File: src/rtl/tgr_pkg.sv
// Package for the touch gesture recognizer: codes, configuration types, reset values.
`default_nettype none

package tgr_pkg;

    // Fixed field widths
    localparam int ID_BITS        = 4;
    localparam int SLOP_BITS      = 12;
    localparam int DUR_BITS       = 16;
    localparam int CFG_ADDR_BITS  = 3;
    localparam int CFG_DATA_BITS  = 16;

    // Event kinds on the input channel
    typedef enum logic [1:0] {
        OP_DOWN = 2'd0,
        OP_MOVE = 2'd1,
        OP_UP   = 2'd2,
        OP_TICK = 2'd3
    } op_t;

    // Gesture kinds on the result channel
    typedef enum logic [1:0] {
        KIND_SWIPE  = 2'd0,
        KIND_TAP    = 2'd1,
        KIND_DOUBLE = 2'd2,
        KIND_HOLD   = 2'd3
    } kind_t;

    // Configuration register indexes
    typedef enum logic [CFG_ADDR_BITS-1:0] {
        CFG_TAP_SLOP    = 3'd0,
        CFG_SWIPE_LEN   = 3'd1,
        CFG_TAP_TIMEOUT = 3'd2,
        CFG_DTAP_WINDOW = 3'd3,
        CFG_HOLD_TIME   = 3'd4
    } cfg_addr_t;

    // Register reset values
    localparam logic [SLOP_BITS-1:0] TAP_SLOP_RST    = 12'd20;
    localparam logic [SLOP_BITS-1:0] SWIPE_LEN_RST   = 12'd60;
    localparam logic [DUR_BITS-1:0]  TAP_TIMEOUT_RST = 16'd350;
    localparam logic [DUR_BITS-1:0]  DTAP_WINDOW_RST = 16'd450;
    localparam logic [DUR_BITS-1:0]  HOLD_TIME_RST   = 16'd650;

    // Thresholds as seen by the recognizer core
    typedef struct packed {
        logic [SLOP_BITS-1:0] tap_slop;
        logic [SLOP_BITS-1:0] swipe_len;
        logic [DUR_BITS-1:0]  tap_timeout;
        logic [DUR_BITS-1:0]  double_tap_window;
        logic [DUR_BITS-1:0]  hold_time;
    } cfg_t;

endpackage

`default_nettype wire

File: src/rtl/tgr_cfg_regs.sv
// Configuration register file for the touch gesture recognizer.
`default_nettype none

module tgr_cfg_regs
    import tgr_pkg::*;
(
    input  wire logic                     aclk,
    input  wire logic                     aresetn,
    input  wire logic                     cfg_we,
    input  wire logic [CFG_ADDR_BITS-1:0] cfg_addr,
    input  wire logic [CFG_DATA_BITS-1:0] cfg_wdata,
    output cfg_t                          cfg
);

    cfg_t cfg_reg;
    cfg_t cfg_next;

    // Decode the write; indexes past the list are dropped
    always_comb begin
        cfg_next = cfg_reg;
        if (cfg_we) begin
            unique case (cfg_addr)
                CFG_TAP_SLOP:    cfg_next.tap_slop          = cfg_wdata[SLOP_BITS-1:0];
                CFG_SWIPE_LEN:   cfg_next.swipe_len         = cfg_wdata[SLOP_BITS-1:0];
                CFG_TAP_TIMEOUT: cfg_next.tap_timeout       = cfg_wdata[DUR_BITS-1:0];
                CFG_DTAP_WINDOW: cfg_next.double_tap_window = cfg_wdata[DUR_BITS-1:0];
                CFG_HOLD_TIME:   cfg_next.hold_time         = cfg_wdata[DUR_BITS-1:0];
                default: ;
            endcase
        end
    end

    always_ff @(posedge aclk) begin
        if (!aresetn) begin
            cfg_reg.tap_slop          <= TAP_SLOP_RST;
            cfg_reg.swipe_len         <= SWIPE_LEN_RST;
            cfg_reg.tap_timeout       <= TAP_TIMEOUT_RST;
            cfg_reg.double_tap_window <= DTAP_WINDOW_RST;
            cfg_reg.hold_time         <= HOLD_TIME_RST;
        end else begin
            cfg_reg <= cfg_next;
        end
    end

    assign cfg = cfg_reg;

endmodule

`default_nettype wire

File: src/rtl/tgr_core.sv
// Gesture state and decision logic: one event evaluated and applied per cycle in which fire is high.
`default_nettype none

module tgr_core
    import tgr_pkg::*;
#(
    parameter int COORD_BITS    = 12,
    parameter int CONTACT_COUNT = 16,
    parameter int TIME_BITS     = 32
) (
    input  wire logic                  aclk,
    input  wire logic                  aresetn,
    input  wire cfg_t                  cfg,
    input  wire logic                  fire,
    input  wire op_t                   op,
    input  wire logic [ID_BITS-1:0]    contact_id,
    input  wire logic [COORD_BITS-1:0] pos_x,
    input  wire logic [COORD_BITS-1:0] pos_y,
    input  wire logic [TIME_BITS-1:0]  now_ms,
    output logic                       res_valid,
    output kind_t                      res_kind,
    output logic [ID_BITS-1:0]         res_id,
    output logic [COORD_BITS-1:0]      res_end_x,
    output logic [COORD_BITS-1:0]      res_end_y,
    output logic [COORD_BITS-1:0]      res_begin_x,
    output logic [COORD_BITS-1:0]      res_begin_y,
    output logic [COORD_BITS:0]        res_delta_x,
    output logic [COORD_BITS:0]        res_delta_y
);

    // Compare width covering both coordinates and twice the slop
    localparam int DW = ((COORD_BITS > SLOP_BITS) ? COORD_BITS : SLOP_BITS) + 1;

    function automatic logic [COORD_BITS-1:0] abs_diff(
        input logic [COORD_BITS-1:0] a,
        input logic [COORD_BITS-1:0] b
    );
        abs_diff = (a > b) ? (a - b) : (b - a);
    endfunction

    function automatic logic [DW-1:0] cheb(
        input logic [COORD_BITS-1:0] ax,
        input logic [COORD_BITS-1:0] ay,
        input logic [COORD_BITS-1:0] bx,
        input logic [COORD_BITS-1:0] by
    );
        logic [COORD_BITS-1:0] dx;
        logic [COORD_BITS-1:0] dy;
        dx   = abs_diff(ax, bx);
        dy   = abs_diff(ay, by);
        cheb = DW'((dx > dy) ? dx : dy);
    endfunction

    // Gesture state
    logic                  pressed_reg,        pressed_next;
    logic                  hold_reported_reg,  hold_reported_next;
    logic [ID_BITS-1:0]    owner_reg,          owner_next;
    logic [COORD_BITS-1:0] origin_x_reg,       origin_x_next;
    logic [COORD_BITS-1:0] origin_y_reg,       origin_y_next;
    logic [COORD_BITS-1:0] latest_x_reg,       latest_x_next;
    logic [COORD_BITS-1:0] latest_y_reg,       latest_y_next;
    logic [TIME_BITS-1:0]  press_time_reg,     press_time_next;
    logic [TIME_BITS-1:0]  prior_tap_time_reg, prior_tap_time_next;
    logic [COORD_BITS-1:0] prior_tap_x_reg,    prior_tap_x_next;
    logic [COORD_BITS-1:0] prior_tap_y_reg,    prior_tap_y_next;

    // Distances and elapsed times
    logic                 id_ok;
    logic                 owns;
    logic [DW-1:0]        dist_up;
    logic [DW-1:0]        dist_hold;
    logic [DW-1:0]        dist_prior;
    logic [DW-1:0]        slop_w;
    logic [DW-1:0]        slop2_w;
    logic [DW-1:0]        swipe_w;
    logic [TIME_BITS-1:0] since_press;
    logic [TIME_BITS-1:0] since_tap;
    logic                 is_swipe;
    logic                 is_tap;
    logic                 is_double;
    logic                 is_hold;

    assign id_ok       = 32'(contact_id) < CONTACT_COUNT;
    assign owns        = pressed_reg && (owner_reg == contact_id);
    assign dist_up     = cheb(origin_x_reg, origin_y_reg, pos_x, pos_y);
    assign dist_hold   = cheb(origin_x_reg, origin_y_reg, latest_x_reg, latest_y_reg);
    assign dist_prior  = cheb(prior_tap_x_reg, prior_tap_y_reg, pos_x, pos_y);
    assign slop_w      = DW'(cfg.tap_slop);
    assign slop2_w     = slop_w << 1;
    assign swipe_w     = DW'(cfg.swipe_len);
    assign since_press = now_ms - press_time_reg;
    assign since_tap   = now_ms - prior_tap_time_reg;

    // Classification of an up from the owner, and of a tick
    assign is_swipe  = dist_up >= swipe_w;
    assign is_tap    = !is_swipe && !hold_reported_reg && (dist_up <= slop_w)
                    && (since_press <= TIME_BITS'(cfg.tap_timeout));
    assign is_double = (prior_tap_time_reg != '0)
                    && (since_tap <= TIME_BITS'(cfg.double_tap_window))
                    && (dist_prior <= slop2_w);
    assign is_hold   = pressed_reg && !hold_reported_reg
                    && (since_press >= TIME_BITS'(cfg.hold_time))
                    && (dist_hold <= slop_w);

    // Result and next state
    always_comb begin
        pressed_next        = pressed_reg;
        hold_reported_next  = hold_reported_reg;
        owner_next          = owner_reg;
        origin_x_next       = origin_x_reg;
        origin_y_next       = origin_y_reg;
        latest_x_next       = latest_x_reg;
        latest_y_next       = latest_y_reg;
        press_time_next     = press_time_reg;
        prior_tap_time_next = prior_tap_time_reg;
        prior_tap_x_next    = prior_tap_x_reg;
        prior_tap_y_next    = prior_tap_y_reg;

        res_valid   = 1'b0;
        res_kind    = KIND_SWIPE;
        res_id      = contact_id;
        res_end_x   = pos_x;
        res_end_y   = pos_y;
        res_begin_x = origin_x_reg;
        res_begin_y = origin_y_reg;
        res_delta_x = {1'b0, pos_x} - {1'b0, origin_x_reg};
        res_delta_y = {1'b0, pos_y} - {1'b0, origin_y_reg};

        if (fire) begin
            unique case (op)
                OP_DOWN: begin
                    if (id_ok && !pressed_reg) begin
                        pressed_next       = 1'b1;
                        hold_reported_next = 1'b0;
                        owner_next         = contact_id;
                        origin_x_next      = pos_x;
                        origin_y_next      = pos_y;
                        latest_x_next      = pos_x;
                        latest_y_next      = pos_y;
                        press_time_next    = now_ms;
                    end
                end
                OP_MOVE: begin
                    if (id_ok && owns) begin
                        latest_x_next = pos_x;
                        latest_y_next = pos_y;
                    end
                end
                OP_UP: begin
                    if (id_ok && owns) begin
                        latest_x_next      = pos_x;
                        latest_y_next      = pos_y;
                        pressed_next       = 1'b0;
                        hold_reported_next = 1'b0;
                        if (is_swipe) begin
                            res_valid = 1'b1;
                            res_kind  = KIND_SWIPE;
                        end else if (is_tap) begin
                            res_valid = 1'b1;
                            if (is_double) begin
                                res_kind            = KIND_DOUBLE;
                                prior_tap_time_next = '0;
                            end else begin
                                res_kind            = KIND_TAP;
                                prior_tap_time_next = now_ms;
                                prior_tap_x_next    = pos_x;
                                prior_tap_y_next    = pos_y;
                            end
                        end
                    end
                end
                OP_TICK: begin
                    if (is_hold) begin
                        res_valid          = 1'b1;
                        res_kind           = KIND_HOLD;
                        res_id             = owner_reg;
                        res_end_x          = latest_x_reg;
                        res_end_y          = latest_y_reg;
                        res_delta_x        = '0;
                        res_delta_y        = '0;
                        hold_reported_next = 1'b1;
                    end
                end
                default: ;
            endcase
        end
    end

    always_ff @(posedge aclk) begin
        if (!aresetn) begin
            pressed_reg        <= 1'b0;
            hold_reported_reg  <= 1'b0;
            owner_reg          <= '0;
            origin_x_reg       <= '0;
            origin_y_reg       <= '0;
            latest_x_reg       <= '0;
            latest_y_reg       <= '0;
            press_time_reg     <= '0;
            prior_tap_time_reg <= '0;
            prior_tap_x_reg    <= '0;
            prior_tap_y_reg    <= '0;
        end else begin
            pressed_reg        <= pressed_next;
            hold_reported_reg  <= hold_reported_next;
            owner_reg          <= owner_next;
            origin_x_reg       <= origin_x_next;
            origin_y_reg       <= origin_y_next;
            latest_x_reg       <= latest_x_next;
            latest_y_reg       <= latest_y_next;
            press_time_reg     <= press_time_next;
            prior_tap_time_reg <= prior_tap_time_next;
            prior_tap_x_reg    <= prior_tap_x_next;
            prior_tap_y_reg    <= prior_tap_y_next;
        end
    end

`ifndef NO_ASSERTIONS
    // An up from the owner always ends the press
    a_up_ends_press: assert property (@(posedge aclk) disable iff (!aresetn)
        fire && op == OP_UP && owns |=> !pressed_reg && !hold_reported_reg)
        else $error("press not ended by owner up");

    // A hold is reported at most once per press
    a_hold_once: assert property (@(posedge aclk) disable iff (!aresetn)
        res_valid && res_kind == KIND_HOLD |=> hold_reported_reg && pressed_reg)
        else $error("hold not marked as reported");

    // A double tap consumes the stored tap
    a_double_clears: assert property (@(posedge aclk) disable iff (!aresetn)
        res_valid && res_kind == KIND_DOUBLE |=> prior_tap_time_reg == '0)
        else $error("prior tap kept after double tap");
`endif

endmodule

`default_nettype wire

File: src/rtl/touch_gesture_recognizer.sv
// Touch gesture recognizer top level: event register, core and result register.
//
// Input stream: one touch event per beat. s_tuser carries the event kind
// (down, move, up, tick); s_tdata carries contact id, x, y and the ms time.
// Result stream: one gesture per beat (swipe, tap, double tap, hold), kind in
// m_tuser, the rest in m_tdata. Events that finish no gesture give no beat.
// An accepted event waits in the event register until the core evaluates it;
// its gesture is then registered in the result register that drives m_tvalid.
// Throughput: one event per cycle while the result register is not stalled;
// the gesture state is updated in the same cycle that evaluates an event, so
// events may follow back to back. When the receiver stalls, the result
// register holds its beat; the event register still takes one more event,
// then s_tready drops until the result is taken.
// Reset (aresetn low, synchronous) clears the gesture state, the stored
// tap and the valid flags of both pipeline registers, and loads the default
// thresholds. Thresholds are written through cfg_we/cfg_addr/cfg_wdata while
// idle; the user must keep to this, the block itself does not enforce it.
`default_nettype none

module touch_gesture_recognizer
    import tgr_pkg::*;
#(
    parameter int COORD_BITS    = 12,
    parameter int CONTACT_COUNT = 16,
    parameter int TIME_BITS     = 32
) (
    input  wire logic                     aclk,
    input  wire logic                     aresetn,
    // input channel
    input  wire logic                     s_tvalid,
    output logic                          s_tready,
    // contact_id, pos_x, pos_y, now_ms (from bit 0), zero padded
    input  wire logic [((ID_BITS + 2 * COORD_BITS + TIME_BITS + 7) / 8) * 8 - 1:0] s_tdata,
    // op
    input  wire logic [1:0]               s_tuser,
    // result channel
    output logic                          m_tvalid,
    input  wire logic                     m_tready,
    // contact slot, end_x, end_y, begin_x, begin_y, delta_x, delta_y,
    // event_time (from bit 0), zero padded
    output logic [((ID_BITS + 6 * COORD_BITS + 2 + TIME_BITS + 7) / 8) * 8 - 1:0] m_tdata,
    // gesture_kind
    output logic [1:0]                    m_tuser,
    // configuration
    input  wire logic                     cfg_we,
    input  wire logic [CFG_ADDR_BITS-1:0] cfg_addr,
    input  wire logic [CFG_DATA_BITS-1:0] cfg_wdata
);

    localparam int OUT_W  = ID_BITS + 4 * COORD_BITS + 2 * (COORD_BITS + 1) + TIME_BITS;
    localparam int OUT_DW = ((OUT_W + 7) / 8) * 8;

    cfg_t cfg;

    // Event register
    logic                  in_valid_reg;
    op_t                   in_op_reg;
    logic [ID_BITS-1:0]    in_id_reg;
    logic [COORD_BITS-1:0] in_x_reg;
    logic [COORD_BITS-1:0] in_y_reg;
    logic [TIME_BITS-1:0]  in_time_reg;

    // Result register
    logic                  out_valid_reg;
    kind_t                 out_kind_reg;
    logic [ID_BITS-1:0]    out_id_reg;
    logic [COORD_BITS-1:0] out_end_x_reg;
    logic [COORD_BITS-1:0] out_end_y_reg;
    logic [COORD_BITS-1:0] out_begin_x_reg;
    logic [COORD_BITS-1:0] out_begin_y_reg;
    logic [COORD_BITS:0]   out_delta_x_reg;
    logic [COORD_BITS:0]   out_delta_y_reg;
    logic [TIME_BITS-1:0]  out_time_reg;

    // Core results
    logic                  res_valid;
    kind_t                 res_kind;
    logic [ID_BITS-1:0]    res_id;
    logic [COORD_BITS-1:0] res_end_x;
    logic [COORD_BITS-1:0] res_end_y;
    logic [COORD_BITS-1:0] res_begin_x;
    logic [COORD_BITS-1:0] res_begin_y;
    logic [COORD_BITS:0]   res_delta_x;
    logic [COORD_BITS:0]   res_delta_y;

    logic advance;
    logic fire;
    logic s_beat;

    // Pipeline control
    assign advance  = !out_valid_reg || m_tready;
    assign fire     = in_valid_reg && advance;
    assign s_tready = !in_valid_reg || advance;
    assign s_beat   = s_tvalid && s_tready;

    tgr_cfg_regs u_cfg (
        .aclk      (aclk),
        .aresetn   (aresetn),
        .cfg_we    (cfg_we),
        .cfg_addr  (cfg_addr),
        .cfg_wdata (cfg_wdata),
        .cfg       (cfg)
    );

    tgr_core #(
        .COORD_BITS    (COORD_BITS),
        .CONTACT_COUNT (CONTACT_COUNT),
        .TIME_BITS     (TIME_BITS)
    ) u_core (
        .aclk        (aclk),
        .aresetn     (aresetn),
        .cfg         (cfg),
        .fire        (fire),
        .op          (in_op_reg),
        .contact_id  (in_id_reg),
        .pos_x       (in_x_reg),
        .pos_y       (in_y_reg),
        .now_ms      (in_time_reg),
        .res_valid   (res_valid),
        .res_kind    (res_kind),
        .res_id      (res_id),
        .res_end_x   (res_end_x),
        .res_end_y   (res_end_y),
        .res_begin_x (res_begin_x),
        .res_begin_y (res_begin_y),
        .res_delta_x (res_delta_x),
        .res_delta_y (res_delta_y)
    );

    // Event register: control
    always_ff @(posedge aclk) begin
        if (!aresetn) begin
            in_valid_reg <= 1'b0;
        end else if (s_tready) begin
            in_valid_reg <= s_tvalid;
        end
    end

    // Event register: payload
    always_ff @(posedge aclk) begin
        if (s_beat) begin
            in_op_reg   <= op_t'(s_tuser);
            in_id_reg   <= s_tdata[ID_BITS-1:0];
            in_x_reg    <= s_tdata[ID_BITS +: COORD_BITS];
            in_y_reg    <= s_tdata[ID_BITS + COORD_BITS +: COORD_BITS];
            in_time_reg <= s_tdata[ID_BITS + 2 * COORD_BITS +: TIME_BITS];
        end
    end

    // Result register: control
    always_ff @(posedge aclk) begin
        if (!aresetn) begin
            out_valid_reg <= 1'b0;
        end else if (advance) begin
            out_valid_reg <= fire && res_valid;
        end
    end

    // Result register: payload
    always_ff @(posedge aclk) begin
        if (advance && fire && res_valid) begin
            out_kind_reg    <= res_kind;
            out_id_reg      <= res_id;
            out_end_x_reg   <= res_end_x;
            out_end_y_reg   <= res_end_y;
            out_begin_x_reg <= res_begin_x;
            out_begin_y_reg <= res_begin_y;
            out_delta_x_reg <= res_delta_x;
            out_delta_y_reg <= res_delta_y;
            out_time_reg    <= in_time_reg;
        end
    end

    assign m_tvalid = out_valid_reg;
    assign m_tuser  = out_kind_reg;
    assign m_tdata  = OUT_DW'({out_time_reg, out_delta_y_reg, out_delta_x_reg,
                               out_begin_y_reg, out_begin_x_reg, out_end_y_reg,
                               out_end_x_reg, out_id_reg});

`ifndef NO_ASSERTIONS
    // A waiting event is never dropped while the result side is stalled
    a_event_kept: assert property (@(posedge aclk) disable iff (!aresetn)
        in_valid_reg && !advance |=> in_valid_reg && $stable(in_time_reg))
        else $error("pending event lost during stall");

    // Hold beats carry no displacement
    a_hold_no_delta: assert property (@(posedge aclk) disable iff (!aresetn)
        out_valid_reg && out_kind_reg == KIND_HOLD
            |-> out_delta_x_reg == '0 && out_delta_y_reg == '0)
        else $error("hold beat with nonzero delta");

    // Other beats carry end minus begin
    a_delta_match: assert property (@(posedge aclk) disable iff (!aresetn)
        out_valid_reg && out_kind_reg != KIND_HOLD
            |-> out_delta_x_reg == ({1'b0, out_end_x_reg} - {1'b0, out_begin_x_reg})
             && out_delta_y_reg == ({1'b0, out_end_y_reg} - {1'b0, out_begin_y_reg}))
        else $error("delta does not match end minus begin");
`endif

endmodule

`default_nettype wire

File: config.mk
export PLATFORM = sky130hd
export DESIGN_NAME = touch_gesture_recognizer
export DESIGN_NICKNAME = d
export VERILOG_FILES = /design/src/rtl/tgr_pkg.sv /design/src/rtl/tgr_cfg_regs.sv /design/src/rtl/tgr_core.sv /design/src/rtl/touch_gesture_recognizer.sv
export SDC_FILE = /design/constraint.sdc
export NUM_CORES = 1
export LEC_CHECK = 0
export ABC_AREA = 1
export BUFFER_PORTS_ARGS = -buffer_cell sky130_fd_sc_hd__buf_4
export CORE_UTILIZATION = 62
export CTS_CLUSTER_SIZE = 30
export DETAILED_ROUTE_END_ITERATION = 12
export GPL_ROUTABILITY_DRIVEN = 0
export GPL_TIMING_DRIVEN = 1
export PLACE_DENSITY = 0.86
export SETUP_SLACK_MARGIN = 0.5
export SYNTH_ARGS = -nofsm -noshare
export SYNTH_HDL_FRONTEND = slang
export SYNTH_SLANG_ARGS = --single-unit
File: constraint.sdc
create_clock -name aclk -period 9.3 [get_ports aclk]
set_input_delay 0.93 -clock aclk [delete_from_list [all_inputs] [get_ports aclk]]
set_output_delay 0.93 -clock aclk [all_outputs]
set_load 0.05 [all_outputs]
==> impl_metrics.ini <==
[grt]
antenna_found_initial = 0
grt_max_degree = 111
grt_pass1_wl_um = 125200
grt-ovfl-total = 0
grt_pass1_vias = 25330
groute.usage.overall_pct = 33.35

[critical_path]
startpoint = in_y_reg[1]
worstSetupPathType = flop to flop
slowest_stage = nor2_4
worst_ep_required_time_ns = 9.83
reg2reg_depth = 33
arrival_ns = 8.41
reg2reg_slack_ns = 1.41
r2r_start = in_y_reg[1]
cp_common_cell = nand2_1
crit_buf_inv = 4
cp_max_fo = 33
start_kind = flop
cpPeakStageDelay_ns = 0.79
reg2reg_to = u_core.prior_tap_x_reg[1]
crit_family = simple AND/OR/NAND/NOR gates
crit_path_end_kind = flop

[hold_path]
min_path_cells = 2
hp-class = flop to flop
min_to = u_core.press_time_reg[7]
hold_path.startpoint = u_core.press_time_reg[7]

[logic_synthesis]
synth_ff_type = dfxtp_1
syn_inst = 3868
synth_cell_types = 49
synth_edf_count = 174
avgSynthCellArea_sq_um = 7.330
ys_top_cells_by_area = edfxtp_1, dfxtp_1, ha_1
yosysSeqAreaShare_pct = 33.68
yosys.area.top_type_share_pct = 18.43
yosysTopAreaCell = edfxtp_1
synth_area_sq_um = 28350
ys_seq_elements = 390
async_flop_share_pct = 0
ys_warn_count = 0

[die]
die_h_um = 215.8
start_util_pct = 63.42
die_width_um = 215.8
dieArea_sq_um = 46590
rows = 77
core_area_sq_um = 44700
ios = 206

[pwr]
irDropWorstVdd_mv = 0.1893
p_leak_uw = 0.01502
cellPowerDensity_nw_per_um2 = 190.3

[sta]
slew_headroom_pct = 36.55
final-setup-viol-count = 0
fin_crit_ns = 7.889
finalHoldViolCount = 0
fmax_mhz = 126.8
worstMarginPinSlew_ns = 0.9517
rsz0062_at_grt = false
skew_ns = 0.02015
fin_setup_tns_ns = 0
drv_slew = 0
fin_crit_sh_pct = 84.82

[routing]
top_layer = met4
initialDrtViolationCount = 2196
routed-wl-met3_um = 5758
routed-via-count = 26670
drc = 0
drt_first_pass_iters = 8
wl_per_cell_um = 16.91
met2_wirelength_um = 37670
met1_length_um = 30290
routed_via_density = 5.757
drt_wl_total_um = 78320
final_antenna_net_count = 0

[cts]
cts_max_level = 2
tritoncts = built
cts_buffers = 42
postCtsSetupBuffers = 0
cts_root_buf = clkbuf_16
insertion_delay_ns = 0.59
ctsResizeCount = 0
ctsHoldBuffers = 0
clock-sinks = 390
clkSlewWorstSetupHoldPaths_ns = 0.06
cts.path.max_buffers = 3

[placement]
place_area_sq_um = 30220
portBuffers = 199
hpwl_um = 59160

[finish]
syn_to_final_growth_pct = 11.55
drive_above_1_share_pct = 7.523
fill_cells = 3636
largest_register_ffs = 72
num_antenna_cells = 0
nets = 4448
fin_area_sq_um = 31630
fin_util_pct = 70.75

[outcome]
status = completed

[job]
drv_cap = 0
## logic make-up after synthesis
family                   share of synthesized area (%)
AO/OA/AOI/OAI                                    15.60
multiplexers                                    0.4016
buffers and inverters                            10.09
other                                          0.01323
AND/OR/NAND/NOR                                  20.86
adder cells (fa/ha/maj)                          15.86
flip-flops                                       33.68
XOR/XNOR                                         3.491
## per-stage QoR
stage / hold WS (ns) / total power [uW] / instances / worst slack, ns
2_1_floorplan: 0.4331 / 3638 / 3869 / 1.690
3_3_place_gp: 0.4432 / 4174 / 4555 / 1.747
3_5_place_dp: 0.4515 / 4251 / 4555 / 1.597
4_1_cts: 0.4607 / 5966 / 4633 / 1.539
5_1_grt: 0.4709 / 6396 / 4633 / 0.7327
6_report: 0.4579 / 6018 / 4633 / 1.411
## worst max path at each step
stage | endpoint | slack, ns | cells past startpoint
CTS | out_end_x_reg[7] | 1.54 | 35
finish | u_core.prior_tap_x_reg[1] | 1.41 | 33
detailed placement | out_end_x_reg[9] | 1.60 | 35
global route | u_core.prior_tap_x_reg[1] | 0.73 | 36
global placement | out_end_x_reg[9] | 1.75 | 37
floorplan | m_tuser[0] | 1.69 | 44
## worst register-to-register path: cells and delay by family (launching register included)
| family | cells | cell delay [ns] |
|---|---|---|
| compound gates | 8 | 1.95 |
| xor+xnor | 1 | 0.27 |
| fa+ha+maj | 3 | 1.12 |
| buf+inv | 4 | 0.72 |
| flops | 1 | 0.68 |
| simple gates | 17 | 3.10 |
## cell usage in the layout, fill, tap and decap left out, types with 9 or more instances in the layout
cell,synthesis,layout
a31oi_1,13,13
nand3b_1,9,9
nor2_1,246,246
inv_1,619,617
nand2_1,897,896
o21bai_1,12,12
ha_1,337,337
a21oi_1,388,388
a221oi_1,13,13
nor4_1,9,9
a21o_1,16,16
nor3_1,23,23
nand3_1,135,134
nand4_1,93,93
xnor2_1,23,23
buf_4,5,210
o21ai_0,319,319
fa_1,14,14
xor2_1,90,90
dfxtp_1,216,216
o211ai_1,27,27
edfxtp_1,174,174
clkbuf_16,0,46
## layout make-up
class,instances,area (sq um),area share (%)
well taps,592,740.7,2.342
flip-flops and latches,390,9549,30.19
inverters,631,2371,7.497
clock inverters,19,166.4,0.5262
multi-input cells,2731,15960,50.46
clock buffers,59,1244,3.932
repair buffers,211,1597,5.048
## per-layer routing
layer / vias up / GRT usage (%)
met5: - / 0
met4: 0 / 18.61
met3: 271 / 4.412
met2: 1136 / 58.33
met1: 12240 / 39.37
li1: 13030 / -
## power breakdown
| part | internal [uW] | switching, uW |
|---|---|---|
| Clock | 996 | 720 |
| Combinational | 845 | 1530 |
| Sequential | 1860 | 64.4 |
## synth_stat cells, types with 2 or more instances
library cell	n
o22ai_1	2
buf_6	2
xor2_1	90
edfxtp_1	174
xnor2_1	23
a21boi_0	2
o2111ai_1	6
clkbuf_1	90
ha_1	337
nor3_1	23
buf_1	4
a211oi_1	7
and2_1	6
clkinv_1	6
inv_2	6
o21bai_1	12
nand2_1	897
nand2_2	2
inv_1	619
mux2_2	3
o21ai_1	3
a31oi_1	13
dfxtp_1	216
o211ai_1	27
fa_1	14
o21a_1	8
a21oi_1	388
a21o_1	16
mux2i_1	8
a221oi_1	13
nand4_1	93
buf_2	16
o221ai_1	4
buf_4	5
nor2_4	2
nand3_1	135
o21ai_0	319
nor4_1	9
nor2_2	5
nor2_1	246
nand3b_1	9
Power figures use the tool's default switching activity.
